<file path="config.mk">
export PLATFORM = sky130hd
export DESIGN_NAME = spiq_store
export DESIGN_NICKNAME = d
export VERILOG_FILES = /design/src/rtl/spiq_store.sv
export SDC_FILE = /design/constraint.sdc
export NUM_CORES = 2
export LEC_CHECK = 0
export BUFFER_PORTS_ARGS = -buffer_cell sky130_fd_sc_hd__buf_2
export CELL_PAD_IN_SITES_DETAIL_PLACEMENT = 0
export CELL_PAD_IN_SITES_GLOBAL_PLACEMENT = 2
export CORE_ASPECT_RATIO = 0.5
export CORE_MARGIN = 1
export CORE_UTILIZATION = 53
export CTS_BUF_LIST = sky130_fd_sc_hd__clkbuf_4 sky130_fd_sc_hd__clkbuf_8 sky130_fd_sc_hd__clkbuf_16
export DETAILED_ROUTE_END_ITERATION = 10
export GPL_TIMING_DRIVEN = 1
export PLACE_DENSITY = 0.8
export SYNTH_ARGS = -nofsm -noshare
export SYNTH_HDL_FRONTEND = slang
export SYNTH_SLANG_ARGS = --single-unit
</file>
<file path="constraint.sdc">
create_clock -name clk -period 4.4 [get_ports clk]
set_input_delay 0.66 -clock clk [delete_from_list [all_inputs] [get_ports clk]]
set_output_delay 0.66 -clock clk [all_outputs]
set_load 0.05 [all_outputs]
</file>
<file path="src/rtl/spiq_store.sv">
// ----------------------------------------------------------------------------
// spiq_store
// Segment memory: one write port, one read port, registered read data.
// ----------------------------------------------------------------------------
`default_nettype none

module spiq_store #(
	parameter int DEPTH = 128,
	parameter int DW = 32,
	localparam int AW = (DEPTH > 1) ? $clog2(DEPTH) : 1
) (
	input  wire logic          clk,
	input  wire logic          we,
	input  wire logic [AW-1:0] waddr,
	input  wire logic [DW-1:0] wdata,
	input  wire logic          re,
	input  wire logic [AW-1:0] raddr,
	output logic      [DW-1:0] rdata
);

	logic [DW-1:0] mem [DEPTH];

	always_ff @(posedge clk) begin
		if (we) begin
			mem[waddr] <= wdata;
		end
	end

	always_ff @(posedge clk) begin
		if (re) begin
			rdata <= mem[raddr];
		end
	end

endmodule

`default_nettype wire

</file>
==> run_results.csv <==
group,metric,value,unit
die,die_area,0.298,mm2
yosys,netlist_top_cells_count,"edfxtp_1, mux4_2, clkbuf_1, nor2_1, buf_2",
die,initial_core_util,0.535,
die,dieWidth,771,um
cts,cts_resized,0,
drt,drt-initial-drc-count,11641,
yosys,synth_most_common_cell,"edfxtp_1",
sta,relSlewSlack,0.152,
finish,final.fill_count,19249,
power_and_ir_drop,p_leak,54.2,nW
cts,cts_root_buf,"clkbuf_16",
yosys,ys_ff_latch,4128,
yosys,synth_area_leaders,"edfxtp_1, mux4_2, clkbuf_1, nor2_1, buf_2",
place,port_buffers,80,
place,dp_hpwl,235000,um
critical_path,worstSetupPathType,"in2reg",
place,gp_congestion,0.819,
drt,drtPass1Iterations,5,
cts,path_clk_slew,0.07,ns
sta,fmax,305,MHz
cts,cts_buffer_depth,4,
yosys,yosys.area.top_type,"edfxtp_1",
drt,ant_nets,0,
critical_path,cp-start-kind,"primary input",
critical_path,critPathRequiredTime,5.03,ns
yosys,async_reset_ff_frac,0,
cts,cts.sinks,4128,
drt,vias,72648,
die,rows,140,
global_routing,track_usage,0.281,
critical_path,rr_worst_depth,4,
sta,hold_slack,0.252,ns
cts,numCtsBuffers,353,
global_routing,overflow,0,
yosys,ys_warn_count,0,
global_routing,antenna_found_initial,40,
drt,routed_wirelength,416000,um
power_and_ir_drop,power,78.5,mW
power_and_ir_drop,combPwrFrac,0.055,
power_and_ir_drop,pwr-share-clk,0.390,
drt,viasPerCell,6.81,
cts,cts_setup_buffers,0,
yosys,yosysSeqAreaShare,0.792,
power_and_ir_drop,power_switching,16.4,mW
min_path,hold_path_depth,1,
cts,cts_tree,"yes",
sta,timing_hold_violations_final,0,
sta,setup_violations,0,
drt,drc,0,
sta,tightest_slew,1.27,ns
power_and_ir_drop,power_frac_seq,0.555,
yosys,synthCells,5990,
sta,finClkSkew,0.0365,ns
global_routing,grt_pass1_wl,573000,um
yosys,netlist.area_leader.share,0.792,
power_and_ir_drop,ir_drop,336,uV
sta,drv_slew,0,
cts,cts_max_level,5,
critical_path,cp-end-kind,"flop",
yosys,synth.distinct_cells,16,
outcome,outcome,"completed",
cts,cts_hold_buf,0,
yosys,synth_nets,6039,
yosys,synth_edf_count,4128,
die,core-area,0.293,mm2
critical_path,cp_max_fo,25,
min_path,min-delay-path-class,"in2reg",
power_and_ir_drop,switching_share,0.209,
power_and_ir_drop,powerDensity,444,mW/mm2
global_routing,grt_pass1_vias,72094,
die,dieHeight,386,um
finish,drive_gt1_frac,0.372,
finish,finalCoreUtilization,0.605,
sta,grt_setup_unrepaired,"false",
sta,min_period,3.28,ns
global_routing,grt_max_degree,103,
cts,clock_latency,0.90,ns
yosys,syn-mean-instance-area,26.1,um2
drt,wl_per_cell,38.9,um
die,io_pins,81,
job,maxCapViolCount,0,
critical_path,arrival,3.91,ns
sta,min_period_over_period,0.745,
finish,nets,6531,
yosys,ys.flop_type,"edfxtp_1",
yosys,syn-cell-area,0.157,mm2
finish,area_growth,13.0,%
power_and_ir_drop,internal_power,62.1,mW
sta,timing.setup.tns,0,ns
logic make-up (layout without fill, tap and decap cells):
family / after synthesis / in the layout / share of synthesized area
simple gates: 170 / 170 / 0.00445
mux: 1376 / 1376 / 0.196
flops: 4128 / 4128 / 0.792
other cells: 0 / 10 / 0
buf+inv: 316 / 1083 / 0.00837
final cells by class:
type                            instances  area (um2)  area share
Clock inverter                        183        1370     0.00772
Clock buffer                          447        9840      0.0556
Tap cell                             3905        4890      0.0276
Antenna cell                           10        25.0    0.000141
Multi-Input combinational cell       1546       32300       0.183
Timing Repair Buffer                  453        4570      0.0258
Sequential cell                      4128      124000       0.701
stage by stage:
step | instances | worst slack [ns] | cell area, um2
final | 10672 | 1.12 | 177000
after global routing | 10664 | 1.03 | 177000
after CTS | 10662 | 1.20 | 177000
after detailed placement | 10032 | 0.257 | 166000
after global placement | 10032 | 0.268 | 166000
after floorplan | 5990 | 0.501 | 157000
registers in the layout, indices dropped and copies added, names as in the netlist:
name   flops
mem     4096
rdata     32
cell usage in the layout, fill, tap and decap left out:
master	synthesis	layout
buf_8	0	3
nand3_1	12	8
nand4_1	3	3
nor2b_1	7	7
bufinv_16	0	20
diode_2	0	10
or3_1	1	1
inv_6	0	4
nand3_2	0	4
clkbuf_16	0	370
buf_4	3	310
buf_2	79	40
nand2_1	14	11
mux2_2	32	32
clkinv_1	0	83
clkinvlp_4	0	8
nor2_4	0	119
nand2b_1	2	2
buf_12	0	99
nor3_2	0	9
mux4_2	1344	1344
nand2_2	0	3
clkinv_2	0	65
edfxtp_1	4128	4128
nor2_1	122	3
clkinv_8	0	1
clkinv_4	0	2
buf_6	2	1
clkbuf_4	0	77
worst paths after layout:
| check | from | endpoint | slack [ns] |
|---|---|---|---|
| hold reg to reg | mem[52][21] | rdata[21] | 1.20 |
| setup reg to reg | mem[93][23] | rdata[23] | 1.53 |
| hold / removal | wdata[1] | mem[61][1] | 0.25 |
| setup / recovery | raddr[0] | rdata[10] | 1.12 |
power by group through the flow:
stage | Sequential [mW] | Combinational [mW] | Clock, mW
2_1_floorplan | 44.5 | 2.10 | 0
3_3_place_gp | 44.4 | 4.18 | 0
3_5_place_dp | 44.4 | 4.28 | 0
4_1_cts | 43.6 | 4.30 | 30.9
5_1_grt | 43.5 | 4.47 | 32.4
6_report | 43.5 | 4.32 | 30.6
critical path, stage by stage:
cell and delay [ns]:
buf_12 0.23, buf_12 0.26, buf_12 0.26, buf_4 0.26, mux4_2 0.51, mux4_2 0.51
mux4_2 0.70, mux2_2 0.36
per-layer routing:
layer / wire length, um / track usage / vias up
met5: 123 / 0 / -
met4: 14000 / 0.0846 / 18
met3: 51400 / 0.0666 / 692
met2: 193000 / 0.430 / 4935
met1: 157000 / 0.410 / 39635
li1: - / - / 27368
Note: power is estimated with default switching activity, not from simulation.
