## src/rtl/spiq_pkg.sv

```systemverilog
// ----------------------------------------------------------------------------
// spiq_pkg
// Shared types, codes and the pad frame builder for the scripted pad queue.
// ----------------------------------------------------------------------------
`default_nettype none

package spiq_pkg;

	localparam logic [1:0] FUNC_PUSH  = 2'd0;
	localparam logic [1:0] FUNC_TICK  = 2'd1;
	localparam logic [1:0] FUNC_CLEAR = 2'd2;

	localparam logic [1:0] CFG_ID_DISCONNECTED = 2'd0;
	localparam logic [1:0] CFG_ID_ERROR        = 2'd1;
	localparam logic [1:0] CFG_ID_DIGITAL      = 2'd2;

	localparam logic KIND_FRAME = 1'b0;
	localparam logic KIND_REPLY = 1'b1;

	localparam logic STATUS_QUEUED   = 1'b0;
	localparam logic STATUS_REJECTED = 1'b1;

	localparam logic [7:0] BYTE_FILL   = 8'hFF;
	localparam logic [7:0] BYTE_CENTER = 8'h80;
	localparam logic [7:0] BYTE_ZERO   = 8'h00;

	localparam logic [7:0] RST_ID_DISCONNECTED = 8'd0;
	localparam logic [7:0] RST_ID_ERROR        = 8'd255;
	localparam logic [7:0] RST_ID_DIGITAL      = 8'd65;

	typedef struct packed {
		logic [7:0] id_disconnected;
		logic [7:0] id_error;
		logic [7:0] id_digital;
	} cfg_t;

	typedef struct packed {
		logic [1:0]  func;
		logic [1:0]  port;
		logic [15:0] button_mask;
		logic [15:0] frame_count;
		logic [7:0]  pad_id_zero;
		logic [7:0]  pad_id_one;
	} item_t;

	typedef struct packed {
		logic        reply_kind;
		logic        out_port;
		logic [63:0] pad_frame;
		logic        status;
		logic [6:0]  queue_len;
		logic [47:0] frame_number;
		logic        last;
	} res_t;

	function automatic logic [63:0] build_frame(input logic [7:0] kind,
		input logic [15:0] mask, input cfg_t cfg);
		logic [7:0] analog;
		logic [63:0] f;
		analog = (kind == cfg.id_digital) ? BYTE_ZERO : BYTE_CENTER;
		f = {analog, analog, analog, analog, ~mask[7:0], ~mask[15:8], kind, BYTE_ZERO};
		if (kind == cfg.id_disconnected || kind == cfg.id_error) begin
			f = {8{BYTE_FILL}};
		end
		return f;
	endfunction

endpackage

`default_nettype wire

```

## src/rtl/spiq_engine.sv

```systemverilog
// ----------------------------------------------------------------------------
// spiq_engine
// Queue sequencer: holds heads, counts and the frame counter, and walks each
// tick through read, modify and write-back of the segment memory.
// ----------------------------------------------------------------------------
`default_nettype none

module spiq_engine import spiq_pkg::*; #(
	parameter int QUEUE_DEPTH = 64,
	parameter int PORT_COUNT = 2,
	localparam int MEM_DEPTH = QUEUE_DEPTH * PORT_COUNT,
	localparam int MAW = (MEM_DEPTH > 1) ? $clog2(MEM_DEPTH) : 1
) (
	input  wire logic           clk,
	input  wire logic           arst_n,
	input  wire logic           in_valid,
	output logic                in_ready,
	input  wire item_t          in_item,
	input  wire cfg_t           cfg,
	output logic                mem_we,
	output logic      [MAW-1:0] mem_waddr,
	output logic      [31:0]    mem_wdata,
	output logic                mem_re,
	output logic      [MAW-1:0] mem_raddr,
	input  wire logic [31:0]    mem_rdata,
	output logic                res_valid,
	output res_t                res,
	input  wire logic           res_ready
);

	localparam int HW = $clog2(QUEUE_DEPTH);
	localparam int CW = $clog2(QUEUE_DEPTH + 1);
	localparam int PW = (PORT_COUNT > 1) ? $clog2(PORT_COUNT) : 1;
	localparam int SERVED = (PORT_COUNT < 2) ? PORT_COUNT : 2;
	localparam logic LAST_CUR = 1'(SERVED - 1);

	typedef enum logic [2:0] {
		S_IDLE,
		S_PUSH,
		S_READ,
		S_MOD,
		S_CLEAR
	} state_t;

	state_t        state_q;
	item_t         item_q;
	logic          cur_q;
	logic [HW-1:0] head_q [PORT_COUNT];
	logic [CW-1:0] count_q [PORT_COUNT];
	logic [47:0]   tick_q;

	logic [PW-1:0] p_idx;
	logic          port_ok;
	logic [CW-1:0] p_count;
	logic          push_ok;
	logic [HW:0]   tail_sum;
	logic [HW-1:0] tail_idx;
	logic [CW-1:0] push_queued;

	logic [PW-1:0] c_idx;
	logic [7:0]    c_id;
	logic [15:0]   left;
	logic          pop;
	logic          later_busy;
	logic          fire;

	assign p_idx = PW'(item_q.port);
	assign port_ok = ({30'd0, item_q.port} < 32'(SERVED));
	assign p_count = count_q[p_idx];
	assign push_ok = port_ok && (item_q.frame_count != 16'd0) &&
		(p_count < CW'(QUEUE_DEPTH));
	assign tail_sum = (HW+1)'(head_q[p_idx]) + (HW+1)'(HW'(p_count));
	assign tail_idx = (tail_sum >= (HW+1)'(QUEUE_DEPTH)) ?
		HW'(tail_sum - (HW+1)'(QUEUE_DEPTH)) : HW'(tail_sum);
	assign push_queued = !port_ok ? '0 : (push_ok ? p_count + CW'(1) : p_count);

	assign c_idx = PW'(cur_q);
	assign c_id = cur_q ? item_q.pad_id_one : item_q.pad_id_zero;
	assign left = (mem_rdata[31:16] != 16'd0) ? mem_rdata[31:16] - 16'd1 : 16'd0;
	assign pop = (left == 16'd0);
	assign later_busy = (SERVED > 1) ? (count_q[PW'(SERVED - 1)] != '0) : 1'b0;
	assign fire = res_valid && res_ready;

	assign in_ready = (state_q == S_IDLE);

	always_comb begin
		res_valid = 1'b0;
		res = '0;
		res.frame_number = tick_q;
		mem_we = 1'b0;
		mem_waddr = '0;
		mem_wdata = '0;
		mem_re = 1'b0;
		mem_raddr = MAW'(MAW'(c_idx) * MAW'(QUEUE_DEPTH) + MAW'(head_q[c_idx]));
		case (state_q)
			S_PUSH: begin
				res_valid = 1'b1;
				res.reply_kind = KIND_REPLY;
				res.status = push_ok ? STATUS_QUEUED : STATUS_REJECTED;
				res.queue_len = 7'(push_queued);
				res.last = 1'b1;
				mem_we = push_ok && res_ready;
				mem_waddr = MAW'(MAW'(p_idx) * MAW'(QUEUE_DEPTH) + MAW'(tail_idx));
				mem_wdata = {item_q.frame_count, item_q.button_mask};
			end
			S_READ: begin
				mem_re = (count_q[c_idx] != '0);
			end
			S_MOD: begin
				res_valid = 1'b1;
				res.reply_kind = KIND_FRAME;
				res.out_port = cur_q;
				res.pad_frame = build_frame(c_id, mem_rdata[15:0], cfg);
				res.status = STATUS_QUEUED;
				res.queue_len = 7'(pop ? count_q[c_idx] - CW'(1) : count_q[c_idx]);
				res.last = (cur_q == LAST_CUR) || !later_busy;
				mem_we = res_ready;
				mem_waddr = mem_raddr;
				mem_wdata = {left, mem_rdata[15:0]};
			end
			S_CLEAR: begin
				res_valid = 1'b1;
				res.reply_kind = KIND_FRAME;
				res.out_port = cur_q;
				res.pad_frame = build_frame(c_id, 16'h0000, cfg);
				res.status = STATUS_QUEUED;
				res.last = (cur_q == LAST_CUR);
			end
			default: begin
			end
		endcase
	end

	always_ff @(posedge clk) begin
		if (in_valid && in_ready) begin
			item_q <= in_item;
		end
	end

	always_ff @(posedge clk or negedge arst_n) begin
		if (!arst_n) begin
			state_q <= S_IDLE;
			cur_q <= 1'b0;
			tick_q <= '0;
			for (int i = 0; i < PORT_COUNT; i++) begin
				head_q[i] <= '0;
				count_q[i] <= '0;
			end
		end else begin
			case (state_q)
				S_IDLE: begin
					cur_q <= 1'b0;
					if (in_valid) begin
						case (in_item.func)
							FUNC_PUSH: begin
								state_q <= S_PUSH;
							end
							FUNC_TICK: begin
								tick_q <= tick_q + 48'd1;
								state_q <= S_READ;
							end
							FUNC_CLEAR: begin
								for (int i = 0; i < PORT_COUNT; i++) begin
									head_q[i] <= '0;
									count_q[i] <= '0;
								end
								state_q <= S_CLEAR;
							end
							default: begin
							end
						endcase
					end
				end
				S_PUSH: begin
					if (fire) begin
						if (push_ok) begin
							count_q[p_idx] <= p_count + CW'(1);
						end
						state_q <= S_IDLE;
					end
				end
				S_READ: begin
					if (count_q[c_idx] != '0) begin
						state_q <= S_MOD;
					end else if (cur_q == LAST_CUR) begin
						state_q <= S_IDLE;
					end else begin
						cur_q <= 1'b1;
					end
				end
				S_MOD: begin
					if (fire) begin
						if (pop) begin
							head_q[c_idx] <= (head_q[c_idx] == HW'(QUEUE_DEPTH - 1)) ?
								'0 : head_q[c_idx] + HW'(1);
							count_q[c_idx] <= count_q[c_idx] - CW'(1);
						end
						if (cur_q == LAST_CUR) begin
							state_q <= S_IDLE;
						end else begin
							cur_q <= 1'b1;
							state_q <= S_READ;
						end
					end
				end
				S_CLEAR: begin
					if (fire) begin
						if (cur_q == LAST_CUR) begin
							state_q <= S_IDLE;
						end else begin
							cur_q <= 1'b1;
						end
					end
				end
				default: begin
					state_q <= S_IDLE;
				end
			endcase
		end
	end

endmodule

`default_nettype wire
```

## config.mk

```make
export PLATFORM = sky130hd
export DESIGN_NAME = spiq_engine
export DESIGN_NICKNAME = d
export VERILOG_FILES = /design/src/rtl/spiq_pkg.sv /design/src/rtl/spiq_engine.sv
export SDC_FILE = /design/constraint.sdc
export NUM_CORES = 1
export LEC_CHECK = 0
export ABC_AREA = 1
export BUFFER_PORTS_ARGS = -buffer_cell sky130_fd_sc_hd__buf_2
export CAP_MARGIN = 20
export CORE_UTILIZATION = 57
export CTS_CLUSTER_DIAMETER = 30
export DETAILED_ROUTE_END_ITERATION = 10
export PLACE_DENSITY = 0.95
export SYNTH_ARGS = -nofsm -noshare
export SYNTH_HDL_FRONTEND = slang
export SYNTH_SLANG_ARGS = --single-unit
```

## constraint.sdc

```tcl
create_clock -name clk -period 8.45 [get_ports clk]
set_clock_uncertainty 0.05 [all_clocks]
set_input_delay 0.845 -clock clk [delete_from_list [all_inputs] [get_ports clk]]
set_output_delay 0.845 -clock clk [all_outputs]
set_load 0.005 [all_outputs]
```

==> reports/summary.json, run 1 <==
{
  "setup_violations": 0,
  "synth-xor-area-share": 0.0756,
  "synthAdderAreaFrac": 0.0244,
  "die_w_um": 128,
  "die_area_sq_um": 16400,
  "tritoncts": "done",
  "number_of_global_route_vias_before_repair": 8651,
  "startpoint_type": "register",
  "design.final.nets": 1583,
  "route.antenna.remaining_nets": 0,
  "clkSlewWorstSetupHoldPaths_ns": 0.06,
  "ys_seq_area_frac": 0.382,
  "req_time_crit_path_ns": 7.56,
  "detailedRoute.firstPassIterationCount": 6,
  "max_clk_rate_mhz": 197,
  "cts_resized": 0,
  "min-delay-path-class": "register to register",
  "number_of_antenna_violations_at_the_first_check_in_global_routing": 0,
  "critical_path.startpoint": "c_idx",
  "max_stage_delay_ns": 0.96,
  "fin_hold_ws_ns": 0.443,
  "htree_levels": 4,
  "maxSlewHeadroom": 0.338,
  "clock_sinks": 128,
  "count_of_unresolved_drc_violations_after_routing": 0,
  "cp-endpoint": "res[57]",
  "grt_start_max_net_pins": 79,
  "final_common_cell": "sky130_fd_sc_hd__nand2_1",
  "final.period_utilization": 0.602,
  "unique_masters_post_synth": 47,
  "power_leakage_nw": 5.72,
  "cp_data_arrival_time_ns": 4.19,
  "layout-drive-gt1-share": 0.250,
  "critPathMaxFanout": 36,
  "synthSimpleGateAreaFrac": 0.292,
  "post_synth_instance_area_sq_um": 9040,
  "initial_core_util": 0.590,
  "place.port_buffers": 284,
  "dominant_combinational_cell_family_by_area_after_synthesis": "simple AND/OR/NAND/NOR gates",
  "die_height_um": 128,
  "post_drt_wl_per_cell_um": 16.4,
  "clock_latency_reported_for_the_late_side_of_the_worst_skew_pair_ns": 0.44,
  "rsz_0062_raised_after_global_routing": "false",
  "routed_wl_um": 27600,
  "rrSetupSlack_ns": 5.24,
  "grt_first_pass_wirelength_um": 43100,
  "r2r_end": "state_q[1]",
  "critical_path_class": "register to output pin",
  "end_kind": "output pin",
  "power.density_cell_area_nw_per_um2": 248,
  "io-pin-count": 285,
  "synth_area_per_cell_sq_um": 7.43,
  "syn-instance-count": 1217,
  "std_cell_rows": 45,
  "synth_compound_area_frac": 0.114,
  "timing.critical_path.cells": "inv_2 > nand2_1 > nand2_1 > xnor2_1 > nand2_1 > nor3_1 > nand4_1 > nand2_1 > nand2_1 > inv_1 > buf_2",
  "num-fill-cells": 1208,
  "synthToLayoutAreaGrowth_pct": 20.6,
  "status": "completed",
  "overflow": 0,
  "floorplan.core_area_sq_um": 15300,
  "grt.total_usage": 0.341,
  "worst_r2r_startpoint": "c_idx",
  "setup_tns_ns": 0,
  "postSynthRegisterBits": 128,
  "ctsHoldBuffers": 0,
  "crit_top_cell": "sky130_fd_sc_hd__nand2_1",
  "synth.mux.area_fraction": 0,
  "worst-slew-pin-transition_ns": 0.993,
  "layout_min_cycle_time_ns": 5.09,
  "instance_area_after_placement_sq_um": 10300,
  "peakVddDrop_mv": 0.187,
  "weighted_congestion_at_the_end_of_routability_driven_global_placement": 0.950,
  "cpMaxStageDelayCell": "sky130_fd_sc_hd__dfrtp_1",
  "timing.reg2reg.worst_path_depth": 8,
  "diodes": 0,
  "place.detailed.hpwl_um": 20600,
  "route.detailed.vias_per_inst": 5.63,
  "root_buffer": "sky130_fd_sc_hd__clkbuf_16",
  "layout.cell_area.non_filler_sq_um": 10900,
  "via_count": 9452,
  "synth.net_count": 1346,
  "cts.repair_timing.setup_buffer_count": 0,
  "maxCapViolations": 0,
  "tritoncts.num_buffers": 17,
  "ys_warn_count": 0,
  "clockBufferDepth": 2,
  "drv_slew": 0,
  "commonest_cells_after_routing_fill_and_taps_aside": "341 x sky130_fd_sc_hd__nand2_1, 283 x sky130_fd_sc_hd__buf_2, 145 x sky130_fd_sc_hd__inv_1, 110 x sky130_fd_sc_hd__nor2_1, 78 x sky130_fd_sc_hd__dfrtp_1",
  "drt_first_iter_violations": 894,
  "hold_viol": 0
}
-- flip-flops by register name (all words and copies together), names as in the netlist --
signal	cells
head_q	12
count_q	14
item_q	50
c_idx	1
state_q	3
tick_q	48
-- how the worst min path moves through the flow --
stage,slack [ns],endpoint,start,depth (start not counted)
finish,0.44,count_q[13],count_q[13],2
global route,0.47,head_q[10],head_q[10],2
CTS,0.44,count_q[13],count_q[13],2
detailed placement,0.41,head_q[1],head_q[1],2
global placement,0.41,head_q[1],head_q[1],2
floorplan,0.39,head_q[1],head_q[1],2
-- worst max-delay path: cells and delay by family (launching register included) --
family        cells  cell delay [ns]
xor+xnor          1             0.19
buf+inv           3             1.28
flops             1             0.96
simple gates      7             1.33
-- synth_stat cells (all sizes together) --
master	number	area, sq um
nand2	348	1330
inv	149	559
nor2	124	513
o21ai	92	505
dfrtp	78	1950
nand3	59	310
buf	53	380
xor2	53	464
edfxtp	50	1500
nor3	28	163
nand4	27	169
xnor2	25	219
a22o	18	158
a21oi	17	85.1
clkbuf	17	63.8
o22ai	17	106
ha	16	200
nor4	12	75.1
o211ai	7	52.6
or2	6	37.5
o21bai	5	37.5
a211oi	2	15.0
a221oi	2	17.5
a32o	2	20.0
nand3b	2	27.5
a21boi	1	7.51
a22oi	1	7.51
a31oi	1	6.26
and3	1	6.26
fa	1	20.0
nor3b	1	7.51
o21a	1	7.51
o41ai	1	8.76
-- area by class of cell --
| cell class | instances | area (sq um) | area share |
|---|---|---|---|
| Clock buffer | 19 | 443 | 0.0407 |
| Clock inverter | 13 | 134 | 0.0123 |
| Timing Repair Buffer | 288 | 1450 | 0.133 |
| Multi-Input combinational cell | 870 | 4590 | 0.421 |
| Sequential cell | 128 | 3450 | 0.317 |
| Inverter | 149 | 559 | 0.0513 |
| Tap cell | 211 | 264 | 0.0242 |
-- per-layer routing --
| metal | vias up | track usage | part of all wire |
|---|---|---|---|
| met5 | - | 0 | 0 |
| met4 | 0 | 0.197 | 0.051 |
| met1 | 4355 | 0.403 | 0.37 |
| met3 | 103 | 0.0726 | 0.094 |
| met2 | 592 | 0.573 | 0.48 |
| li1 | 4402 | - | - |
-- cell families after synthesis --
group,count (synthesis)
xor gates and xnor gates,78
DFF,128
adders and majority gates,17
and+or+nand+nor,608
AOI/OAI and AO/OA,167
buffers and inverters,219
-- where the power goes --
part           switching, mW  total, mW  internal, mW
Sequential             0.118      0.904         0.785
Combinational          0.696       1.07         0.374
Clock                  0.285      0.726         0.442
Total                   1.10       2.70          1.60
-- stage by stage --
step | setup WS [ns] | power (mW) | utilization | std cells
after floorplan | 4.92 | 1.59 | - | 1217
after global placement | 4.06 | 1.92 | 0.674 | 1646
after detailed placement | 3.89 | 1.96 | 0.674 | 1646
after CTS | 3.43 | 2.68 | 0.711 | 1678
after global routing | 3.06 | 2.86 | 0.711 | 1678
final | 3.36 | 2.70 | 0.711 | 1678
No activity file was read; power rests on OpenSTA's default activity.
==> inputs of run 2 (changes only) <==
--- a/config.mk
+++ b/config.mk
@@ -5,13 +5,13 @@
 export SDC_FILE = /design/constraint.sdc
 export NUM_CORES = 1
 export LEC_CHECK = 0
-export ABC_AREA = 1
+export ABC_AREA = 0
 export BUFFER_PORTS_ARGS = -buffer_cell sky130_fd_sc_hd__buf_2
 export CAP_MARGIN = 20
-export CORE_UTILIZATION = 57
+export CORE_UTILIZATION = 46
 export CTS_CLUSTER_DIAMETER = 30
 export DETAILED_ROUTE_END_ITERATION = 10
-export PLACE_DENSITY = 0.95
+export PLACE_DENSITY = 0.89
 export SYNTH_ARGS = -nofsm -noshare
 export SYNTH_HDL_FRONTEND = slang
 export SYNTH_SLANG_ARGS = --single-unit
==> constraint.sdc (replaced) <==
create_clock -name clk -period 4.37 [get_ports clk]
set_clock_uncertainty 0.05 [all_clocks]
set_input_delay 0.437 -clock clk [delete_from_list [all_inputs] [get_ports clk]]
set_output_delay 0.437 -clock clk [all_outputs]
set_load 0.005 [all_outputs]
==> reports/summary.json, run 2 <==
{
  "status": "completed",
  "synth.top_cells.by_count": "82 x sky130_fd_sc_hd__xnor2_1, 78 x sky130_fd_sc_hd__dfrtp_1, 75 x sky130_fd_sc_hd__nand2_1",
  "timing.reg2reg.worst_path_depth": 7,
  "r2r_end": "head_q[5]",
  "die_height_um": 135,
  "rsz_0062_raised_after_global_routing": "false",
  "ys_seq_area_frac": 0.425,
  "grt_start_max_net_pins": 79,
  "number_of_global_route_vias_before_repair": 6972,
  "count_of_flip_flops_with_a_built_in_enable_after_synthesis": 50,
  "unique_masters_post_synth": 72,
  "setup_violations": 0,
  "drt_first_iter_violations": 601,
  "place.port_buffers": 284,
  "io-pin-count": 285,
  "end_kind": "output pin",
  "synthMostInstantiatedCell": "sky130_fd_sc_hd__xnor2_1",
  "clkSlewWorstSetupHoldPaths_ns": 0.06,
  "post_synth_instance_area_sq_um": 8130,
  "maxCapViolations": 0,
  "detailedRoute.firstPassIterationCount": 5,
  "via_count": 7414,
  "postSynthRegisterBits": 128,
  "root_buffer": "sky130_fd_sc_hd__clkbuf_16",
  "route.antenna.remaining_nets": 0,
  "synth_area_per_cell_sq_um": 9.85,
  "worst_r2r_startpoint": "state_q[1]",
  "min-delay-path-class": "input pin to register",
  "power.density_cell_area_nw_per_um2": 435,
  "critical_path.startpoint": "c_idx",
  "worst-path-stages": 8,
  "startpoint_type": "register",
  "final.period_utilization": 0.869,
  "tritoncts": "done",
  "cts_resized": 0,
  "count_of_unresolved_drc_violations_after_routing": 0,
  "synth_area_leader_cell": "sky130_fd_sc_hd__dfrtp_1",
  "worst-slew-pin-transition_ns": 0.947,
  "post_synth_main_area_contributors": "sky130_fd_sc_hd__dfrtp_1 24%, sky130_fd_sc_hd__edfxtp_1 18%, sky130_fd_sc_hd__xnor2_1 8.8%",
  "hold_viol": 0,
  "route.detailed.vias_per_inst": 5.69,
  "std_cell_rows": 48,
  "htree_levels": 4,
  "clock_sinks": 128,
  "commonest_cells_after_routing_fill_and_taps_aside": "283 x sky130_fd_sc_hd__buf_2, 82 x sky130_fd_sc_hd__xnor2_1, 77 x sky130_fd_sc_hd__dfrtp_1, 75 x sky130_fd_sc_hd__nand2_1, 50 x sky130_fd_sc_hd__edfxtp_1",
  "number_of_antenna_violations_at_the_first_check_in_global_routing": 1,
  "synth_flop_cell": "sky130_fd_sc_hd__dfrtp_1",
  "critical_path_class": "register to output pin",
  "critical_path.top_delay_family": "compound AO/OA/AOI/OAI gates",
  "grt.total_usage": 0.255,
  "synth_top_area_share": 0.240,
  "place.detailed.hpwl_um": 17300,
  "overflow": 0,
  "largest_register_ffs": 50,
  "setup_tns_ns": 0,
  "layout-drive-gt1-share": 0.335,
  "power_leakage_nw": 4.87,
  "max_stage_delay_ns": 0.76,
  "layout.core_utilization": 0.585,
  "routed_wl_um": 23600,
  "final_common_cell": "sky130_fd_sc_hd__buf_2",
  "cp_data_arrival_time_ns": 3.31,
  "clockBufferDepth": 2,
  "die_area_sq_um": 18200,
  "rrSetupSlack_ns": 1.36,
  "critPathMaxFanout": 16,
  "cpMaxStageDelayCell": "sky130_fd_sc_hd__a22oi_1",
  "synthToLayoutAreaGrowth_pct": 24.5,
  "grtUsageMet2": 0.433,
  "synth.net_count": 954,
  "gr-usage-met1": 0.309,
  "drv_slew": 0,
  "req_time_crit_path_ns": 3.88,
  "syn-instance-count": 825,
  "grt_first_pass_wirelength_um": 35700,
  "design.final.nets": 1193,
  "grtUsageMet3": 0.0638,
  "worstPathBufferInverterCount": 2,
  "layer_with_the_highest_usage_after_global_routing": "met2",
  "peakVddDrop_mv": 0.378,
  "die_w_um": 135,
  "tritoncts.num_buffers": 17,
  "weighted_congestion_at_the_end_of_routability_driven_global_placement": 0.950,
  "maxSlewHeadroom": 0.369,
  "cp-endpoint": "res[85]",
  "layout_min_cycle_time_ns": 3.80,
  "asyncSetResetFlopFracSynth": 0.609,
  "initial_core_util": 0.470,
  "floorplan.core_area_sq_um": 17300,
  "post_drt_wl_per_cell_um": 18.1,
  "max_clk_rate_mhz": 263,
  "regMostFlops": "item_q",
  "biggestRegsByFlops": "item_q (50), tick_q (48), count_q (14)",
  "num-fill-cells": 1438,
  "clock_latency_reported_for_the_late_side_of_the_worst_skew_pair_ns": 0.41,
  "timing.critical_path.cells": "mux2i_1 > xnor2_1 > nor4_1 > a22oi_1 > a21boi_1 > buf_4 > a21oi_1 > buf_2",
  "ys_warn_count": 0
}
## run 2: cell types whose count changed after synthesis, moves of 32 or more
cell                      change
sky130_fd_sc_hd__inv_1      -116
sky130_fd_sc_hd__nand2_1    -266
sky130_fd_sc_hd__nor2_1      -63
sky130_fd_sc_hd__o21ai_0     -45
sky130_fd_sc_hd__xnor2_1     +57
sky130_fd_sc_hd__xor2_1      -32
## run 2: cell families after synthesis
kind of cell | synth area share
adders and majority gates | 0.0271
xor gates and xnor gates | 0.111
muxes | 0.0526
AOI/OAI and AO/OA | 0.147
and+or+nand+nor | 0.167
buffers and inverters | 0.0702
DFF | 0.425
## run 2: area by class of cell
class	instances	area (sq um)	area share
diodes	1	2.50	0.000247
clock buffers	23	500	0.0494
clock inverters	9	139	0.0137
inverters	29	109	0.0108
multi-input cells	594	4120	0.407
flip-flops and latches	128	3450	0.341
well taps	225	282	0.0278
repair buffers	294	1510	0.150
## run 2: worst min-delay path by stage
stage                 endpoint  slack [ns]  depth (start not counted)         from
finish              item_q[45]        0.14                          1  in_item[45]
global route        item_q[45]        0.12                          1  in_item[45]
CTS                 item_q[45]        0.13                          1  in_item[45]
detailed placement  tick_q[47]        0.42                          1   tick_q[47]
global placement    tick_q[47]        0.41                          1   tick_q[47]
floorplan                c_idx        0.09                          0       arst_n
## run 2: through the flow
step	setup slack (ns)	std cells	power, mW	hold slack, ns	cell area (sq um)
3_3_place_gp	0.879	1268	2.84	0.407	9450
6_report	0.574	1303	4.40	0.144	10100
4_1_cts	0.544	1300	4.41	0.128	10100
2_1_floorplan	0.523	825	2.39	0.0914	8140
3_5_place_dp	0.728	1268	2.87	0.420	9450
5_1_grt	0.250	1303	4.60	0.122	10100
## run 2: worst reg2reg max path: stages (launching register included)
cell                       delay (ns)
sky130_fd_sc_hd__dfrtp_1         0.53
sky130_fd_sc_hd__nor2_1          0.46
sky130_fd_sc_hd__a32oi_1         0.17
sky130_fd_sc_hd__nor2_1          0.24
sky130_fd_sc_hd__a21boi_1        0.63
sky130_fd_sc_hd__nand2_1         0.48
sky130_fd_sc_hd__o211ai_1        0.23
sky130_fd_sc_hd__o21ai_0         0.11
## run 2: report_power, final
part,switching (mW),total (mW),internal (mW)
combinational,0.768,1.30,0.533
sequential,0.150,1.58,1.43
clock,0.534,1.52,0.990
## run 2: timing repair
action | in CTS | in global routing
hold endpoints to repair | 0 | 38
hold buffers | 0 | 1
setup buffers | 0 | 0
## run 2: metal layers
metal,wire length (um),vias to the layer above
met2,11800,396
met3,1740,49
met4,610,0
met1,9360,3547
met5,0,-
li1,-,3422
==> inputs of run 3 (changes only) <==
--- a/config.mk
+++ b/config.mk
@@ -11,7 +11,7 @@
 export CORE_UTILIZATION = 46
 export CTS_CLUSTER_DIAMETER = 30
 export DETAILED_ROUTE_END_ITERATION = 10
-export PLACE_DENSITY = 0.89
+export PLACE_DENSITY = 0.77
 export SYNTH_ARGS = -nofsm -noshare
 export SYNTH_HDL_FRONTEND = slang
 export SYNTH_SLANG_ARGS = --single-unit
==> reports/summary.json, run 3 (synthesis gave the netlist of run 2 again) <==
{
  "status": "completed",
  "clock_sinks": 128,
  "die_area_sq_um": 18200,
  "place.detailed.hpwl_um": 16800,
  "instance_area_after_placement_sq_um": 9450,
  "detailedRoute.firstPassIterationCount": 5,
  "diodes": 0,
  "register_area_sq_um": 3450,
  "place.port_buffers": 284,
  "finished_layout_cells": 1303,
  "tritoncts.num_buffers": 17,
  "critical_path_class": "register to output pin",
  "number_of_antenna_violations_at_the_first_check_in_global_routing": 0,
  "design.final.nets": 1194,
  "rsz_0062_raised_after_global_routing": "false",
  "fin_ws_ns": 0.681,
  "layout_min_cycle_time_ns": 3.69,
  "overflow": 0,
  "end_kind": "output pin",
  "final_common_cell": "sky130_fd_sc_hd__buf_2",
  "final.period_utilization": 0.844,
  "commonest_cells_after_routing_fill_and_taps_aside": "283 x sky130_fd_sc_hd__buf_2, 82 x sky130_fd_sc_hd__xnor2_1, 77 x sky130_fd_sc_hd__dfrtp_1, 75 x sky130_fd_sc_hd__nand2_1, 50 x sky130_fd_sc_hd__edfxtp_1",
  "io-pin-count": 285,
  "setup_violations": 0,
  "maxSlewHeadroom": 0.385,
  "number_of_global_route_vias_before_repair": 6618,
  "max_stage_delay_ns": 0.64,
  "grt_start_max_net_pins": 79,
  "req_time_crit_path_ns": 3.88,
  "multi_input_area_sq_um": 4120,
  "cp_data_arrival_time_ns": 3.20,
  "die_w_um": 135,
  "fin_hold_ws_ns": 0.136,
  "synthToLayoutAreaGrowth_pct": 24.0,
  "setup_tns_ns": 0,
  "root_buffer": "sky130_fd_sc_hd__clkbuf_16",
  "power.density_cell_area_nw_per_um2": 423,
  "weighted_congestion_at_the_end_of_routability_driven_global_placement": 0.935,
  "route.detailed.vias_per_inst": 5.53,
  "route.antenna.remaining_nets": 0,
  "count_of_unresolved_drc_violations_after_routing": 0,
  "layout.cell_area.non_filler_sq_um": 10100,
  "worst-slew-pin-transition_ns": 0.923,
  "power_leakage_nw": 4.85,
  "preCtsSetupSlack_ns": 0.746,
  "critical_path.top_delay_family": "multiplexers",
  "startpoint_type": "register",
  "num-fill-cells": 1515,
  "initial_core_util": 0.470,
  "peakVddDrop_mv": 0.313,
  "hold_viol": 0,
  "regMostFlops": "item_q",
  "largest_register_ffs": 50,
  "htree_levels": 4,
  "cts_resized": 0,
  "grt.total_usage": 0.250,
  "via_count": 7206,
  "clkSlewWorstSetupHoldPaths_ns": 0.06,
  "grt_first_pass_wirelength_um": 35100,
  "tritoncts": "done",
  "drv_slew": 0,
  "clock_latency_reported_for_the_late_side_of_the_worst_skew_pair_ns": 0.43,
  "clockBufferDepth": 2,
  "routed_wl_um": 22700,
  "maxCapViolations": 0,
  "floorplan.core_area_sq_um": 17300,
  "min-delay-path-class": "input pin to register",
  "post_drt_wl_per_cell_um": 17.4,
  "max_clk_rate_mhz": 271,
  "timing.critical_path.cells": "mux2i_1 > ha_1 > nand2_1 > nor2_1 > xnor2_1 > mux2_2 > mux2_1 > o22ai_1 > buf_2",
  "critPathMaxFanout": 15,
  "drt_first_iter_violations": 567,
  "biggestRegsByFlops": "item_q (50), tick_q (48), count_q (14)",
  "layout-drive-gt1-share": 0.339,
  "worstPathBufferInverterCount": 1,
  "std_cell_rows": 48,
  "cpMaxStageDelayCell": "sky130_fd_sc_hd__dfrtp_2",
  "die_height_um": 135,
  "placed_instances": 1268
}
## run 3: cell count changes in the layout (fill, tap and decap cells not counted), moves of 3 or more
| cell | change |
|---|---|
| sky130_fd_sc_hd__clkbuf_1 | -3 |
| sky130_fd_sc_hd__inv_6 | +3 |
| sky130_fd_sc_hd__inv_8 | +5 |
| sky130_fd_sc_hd__bufinv_16 | -3 |
## run 3: final timing paths
kind | startpoint | end | slack, ns | cells past startpoint
min in group asynchronous | arst_n | tick_q[40] | 0.32 | 2
setup / recovery | c_idx | res[53] | 0.68 | 9
hold / removal | in_item[5] | item_q[5] | 0.14 | 1
max in group asynchronous | arst_n | c_idx | 3.37 | 3
setup reg to reg | state_q[2] | count_q[12] | 1.33 | 8
hold reg to reg | tick_q[47] | tick_q[47] | 0.42 | 1
## run 3: power by group
group,internal (mW),switching [mW],leakage (nW)
clock,0.791,0.612,0.288
combinational,0.532,0.749,3.03
sequential,1.42,0.152,1.54
total,2.75,1.51,4.85
## run 3: what timing repair did
item / in CTS / in global routing
hold endpoints to repair: 0 / 4
hold buffers: 0 / 1
buffers inserted: 0 / 0
## run 3: routing by layer
layer,track usage,share of wire,up-vias,wire [um]
met1,0.330,0.42,3424,9520
li1,-,-,3422,-
met4,0.0874,0.023,0,531
met5,0,0,-,0
met3,0.0672,0.081,40,1840
met2,0.394,0.48,320,10800
## run 3: layout make-up
type / count / area share
Clock buffer: 18 / 0.0447
Clock inverter: 14 / 0.0130
Inverter: 29 / 0.0108
Multi-Input combinational cell: 594 / 0.409
Sequential cell: 128 / 0.343
Tap cell: 225 / 0.0279
Timing Repair Buffer: 295 / 0.152
## run 3: per-stage QoR
| step | util | power (mW) |
|---|---|---|
| finish | 0.583 | 4.26 |
| global route | 0.583 | 4.46 |
| CTS | 0.580 | 4.26 |
| detailed placement | 0.547 | 2.85 |
| global placement | 0.547 | 2.82 |
| floorplan | - | 2.39 |
## run 3: worst register-to-register path, delay by kind of cell (launching register included)
family | cells | cell delay [ns]
AO/OA/AOI/OAI | 2 | 0.60
buffers and inverters | 2 | 0.44
flip-flops | 1 | 0.74
AND/OR/NAND/NOR | 4 | 1.09
